--- config.mk ---
export PLATFORM = sky130hd
export DESIGN_NAME = esc_fifo
export DESIGN_NICKNAME = d
export VERILOG_FILES = /design/src/hw/rtl/esc_fifo.sv
export SDC_FILE = /design/constraint.sdc
export NUM_CORES = 1
export LEC_CHECK = 0
export ABC_AREA = 1
export BUFFER_PORTS_ARGS = -buffer_cell sky130_fd_sc_hd__clkbuf_2
export CORE_ASPECT_RATIO = 0.6
export CORE_UTILIZATION = 30
export CTS_BUF_LIST = sky130_fd_sc_hd__clkbuf_4
export DETAILED_ROUTE_END_ITERATION = 6
export PLACE_DENSITY = 0.57
export SYNTH_ARGS = -nofsm -noshare
export SYNTH_HDL_FRONTEND = slang
export SYNTH_SLANG_ARGS = --single-unit
--- constraint.sdc ---
create_clock -name clk -period 1.61 [get_ports clk]
set_input_delay 0.161 -clock clk [delete_from_list [all_inputs] [get_ports clk]]
set_output_delay 0.161 -clock clk [all_outputs]
set_load 0.005 [all_outputs]
--- src/hw/rtl/esc_fifo.sv ---
`timescale 1ns / 1ps
module esc_fifo #(
	parameter int W     = 8,
	parameter int DEPTH = 2
) (
	input  logic         clk,
	input  logic         arst_n,
	input  logic         wr,
	input  logic [W-1:0] wdata,
	output logic         full,
	input  logic         rd,
	output logic [W-1:0] rdata,
	output logic         empty
);
	localparam int AW = (DEPTH > 1) ? $clog2(DEPTH) : 1;
	localparam int CW = $clog2(DEPTH + 1);
	localparam logic [AW-1:0] LAST = AW'(DEPTH - 1);
	localparam logic [CW-1:0] FULLC = CW'(DEPTH);

	logic [W-1:0]  mem_q [DEPTH];
	logic [AW-1:0] wptr_q, rptr_q;
	logic [CW-1:0] cnt_q;
	logic          do_wr, do_rd;

	assign full  = (cnt_q == FULLC);
	assign empty = (cnt_q == '0);
	assign do_wr = wr && !full;
	assign do_rd = rd && !empty;
	assign rdata = mem_q[rptr_q];

	always_ff @(posedge clk or negedge arst_n) begin
		if (!arst_n) begin
			wptr_q <= '0;
			rptr_q <= '0;
			cnt_q  <= '0;
		end else begin
			if (do_wr) begin
				wptr_q <= (wptr_q == LAST) ? '0 : wptr_q + 1'b1;
			end
			if (do_rd) begin
				rptr_q <= (rptr_q == LAST) ? '0 : rptr_q + 1'b1;
			end
			if (do_wr && !do_rd) begin
				cnt_q <= cnt_q + 1'b1;
			end else if (do_rd && !do_wr) begin
				cnt_q <= cnt_q - 1'b1;
			end
		end
	end

	always_ff @(posedge clk) begin
		if (do_wr) begin
			mem_q[wptr_q] <= wdata;
		end
	end
endmodule

==> run summary <==
run status: finished clean
total power: 1.63 mW
CP arrival: 1.29 ns
final setup fails: 0
routed via count: 563
io pins: 22
Primary FF master, synth: edfxtp_1
crit-path cells: inv_2 -> nand2_1 -> nand2_1 -> clkbuf_2
critical path peak fanout: 10
crit end category: output port
clock period minus worst slack: 1.45 ns
Worst VDD drop: 0.000661 V
R2R setup slack: 0.16 ns
max-cap violation count: 0
asr flop ratio synth: 20.0%
drt wl/cell: 10.8 um
Mapped Cells: 73
Commonest cells post-synth: nand2_1, edfxtp_1, inv_1
Worst-Skew Late Latency: 0.30 ns
Seq/Total Area, Yosys: 71.7%
required time worst endpoint: 1.45 ns
Leak Pwr: 0.472 nW
Slew Viols, Final: 0
PD cells: 1640 mW/mm^2
drt initial violations: 13
number of flops mapped to enable cells by yosys: 16
syn_nets: 86
port bufs: 21
GPL Wtd Cong: 0.820
setup TNS: 0 ns
CTS max path bufs: 2
DIE AREA: 0.00292 mm^2
WHS Endpoint: mem_q[1][2]
row count: 14
clk slew on worst S/H paths: 0.11 ns
GRT Util Overall: 11.0%
share of layout cells above drive strength 1: 28.3%
pin count of the biggest net entering global routing: 12
Worst-Margin Slew: 0.380 ns
WL final: 1.42 mm
HP Start: wdata[2]
grt ovf: 0
final period utilization: 90.3%
worst stage delay on the critical path: 0.59 ns
clock tree root driver cell: clkbuf_4
# clock sinks: 20
TritonCTS clock tree: yes
Yosys reg bits: 20
Synth Cell Area: 810 um^2
Nets: 113
hpwl dp: 1.08 mm
most repeated library cell on the critical path: nand2_1
Post-route DRC: 0
top-count cell post-synth: nand2_1
Rel. slew slack: 74.7%
Avg Vias per Cell: 4.30
Synth Warn #: 0
cell accounting for the most synthesized area: edfxtp_1
TritonCTS buffer count: 3
clock skew: 0.00671 ns
synth top area cells: edfxtp_1, nand2_1, dfrtp_1
fmax: 0.688 GHz
CP startpoint kind: flip-flop
final hold violations: 0
launch point of the worst reg-to-reg path: cnt_q[0]
Layout area overhead: 22.7%
Detail Route Antenna Nets: 0
starting density of the core: 32.1%
syn avg cell area: 11.1 um^2
Core ar.: 0.00252 mm^2
Netlist cell types: 14
first-pass GRT wire length: 2.45 mm
CP Class: reg -> out
Die X-Extent: 69.1 um
unrepaired setup endpoints after global routing: no
Hold Slack: 0.0463 ns
Worst Hold Class: in -> reg
Reg2Reg Depth: 6
Synth top area share: 59.4%
FF-to-FF End: cnt_q[1]
vias in the first global route: 531
DR pass1 iterations: 4
Die Ht: 42.2 um
initial antenna violation count: 0
Ant. Diodes: 0
hold depth: 1
H-tree depth: 1
slowest cell on the critical path: dfrtp_1
## cell type report
type | instances | area (um^2)
clock buffer | 3 | 22.5
clock inverter | 1 | 3.75
fill | 289 | 1530
inverter | 8 | 30.0
multi-input combinational | 44 | 194
sequential | 20 | 581
tap | 32 | 40.0
timing repair buffer | 23 | 123
## layer usage
metal | track usage [%] | vias up | part of all wire (%)
met1 | 16.3 | 258 | 53
met3 | 4.57 | 0 | 5.5
met5 | 0 | - | 0
met2 | 15.5 | 19 | 41
met4 | 1.22 | 0 | 0
li1 | - | 286 | -
## worst max-delay path by stage
stage                        start  slack, ns     endpoint
after floorplan           cnt_q[1]       0.29  mem_q[1][0]
after global placement    cnt_q[0]       0.19     cnt_q[1]
after detailed placement  cnt_q[0]       0.19     cnt_q[1]
after CTS                   rptr_q       0.14     rdata[5]
after global routing        rptr_q       0.03     rdata[6]
final                       rptr_q       0.16     rdata[5]
## power breakdown
part           switching, mW  internal [mW]
Clock                  0.148         0.0902
Combinational          0.332          0.238
Sequential             0.104          0.717
Total                  0.583           1.05
## state kept, by name (all words and copies together) (netlist names)
register	flops
wptr_q	1
mem_q	16
rptr_q	1
cnt_q	2
## kinds of logic (layout without fill, tap and decap cells)
kind of cell | after synthesis | after routing | share of synthesized area (%)
AO/OA/AOI/OAI | 2 | 2 | 1.24
XOR/XNOR | 1 | 1 | 1.08
adder cells (fa/ha/maj) | 1 | 1 | 1.55
buffers and inverters | 9 | 35 | 4.33
flip-flops | 20 | 20 | 71.7
AND/OR/NAND/NOR | 40 | 40 | 20.1
## cells in the final DEF (no fill, tap or decap)
cell,n
nand2_1,33
clkbuf_2,21
edfxtp_1,16
inv_1,7
dfrtp_1,4
clkbuf_4,3
nor2_1,2
nor2_2,2
o21ai_0,2
inv_2,1
xnor2_1,1
nand3b_1,1
nand3_1,1
nand4_1,1
ha_1,1
clkinv_1,1
dlygate4sd3_1,1
buf_4,1
## stage by stage
stage | utilization, % | setup slack, ns | instances | instance area (um^2)
final | 39.4 | 0.156 | 131 | 993
after global routing | 39.4 | 0.0330 | 131 | 993
after CTS | 39.4 | 0.136 | 131 | 993
after detailed placement | 37.9 | 0.185 | 126 | 957
after global placement | 37.9 | 0.189 | 126 | 957
after floorplan | - | 0.288 | 73 | 810
## worst max-delay path, delay by kind of cell (launching register included)
family,cells,cell delay (ns)
flip-flops,1,0.59
buffers and inverters,2,0.27
AND/OR/NAND/NOR,2,0.14
## what timing repair did
item                      in CTS  in global routing
gates resized for setup        0                  0
hold endpoints to repair       4                  0
hold buffers                   1                  0
setup buffers                  0                  0
No activity file was read; power rests on OpenSTA's default activity.
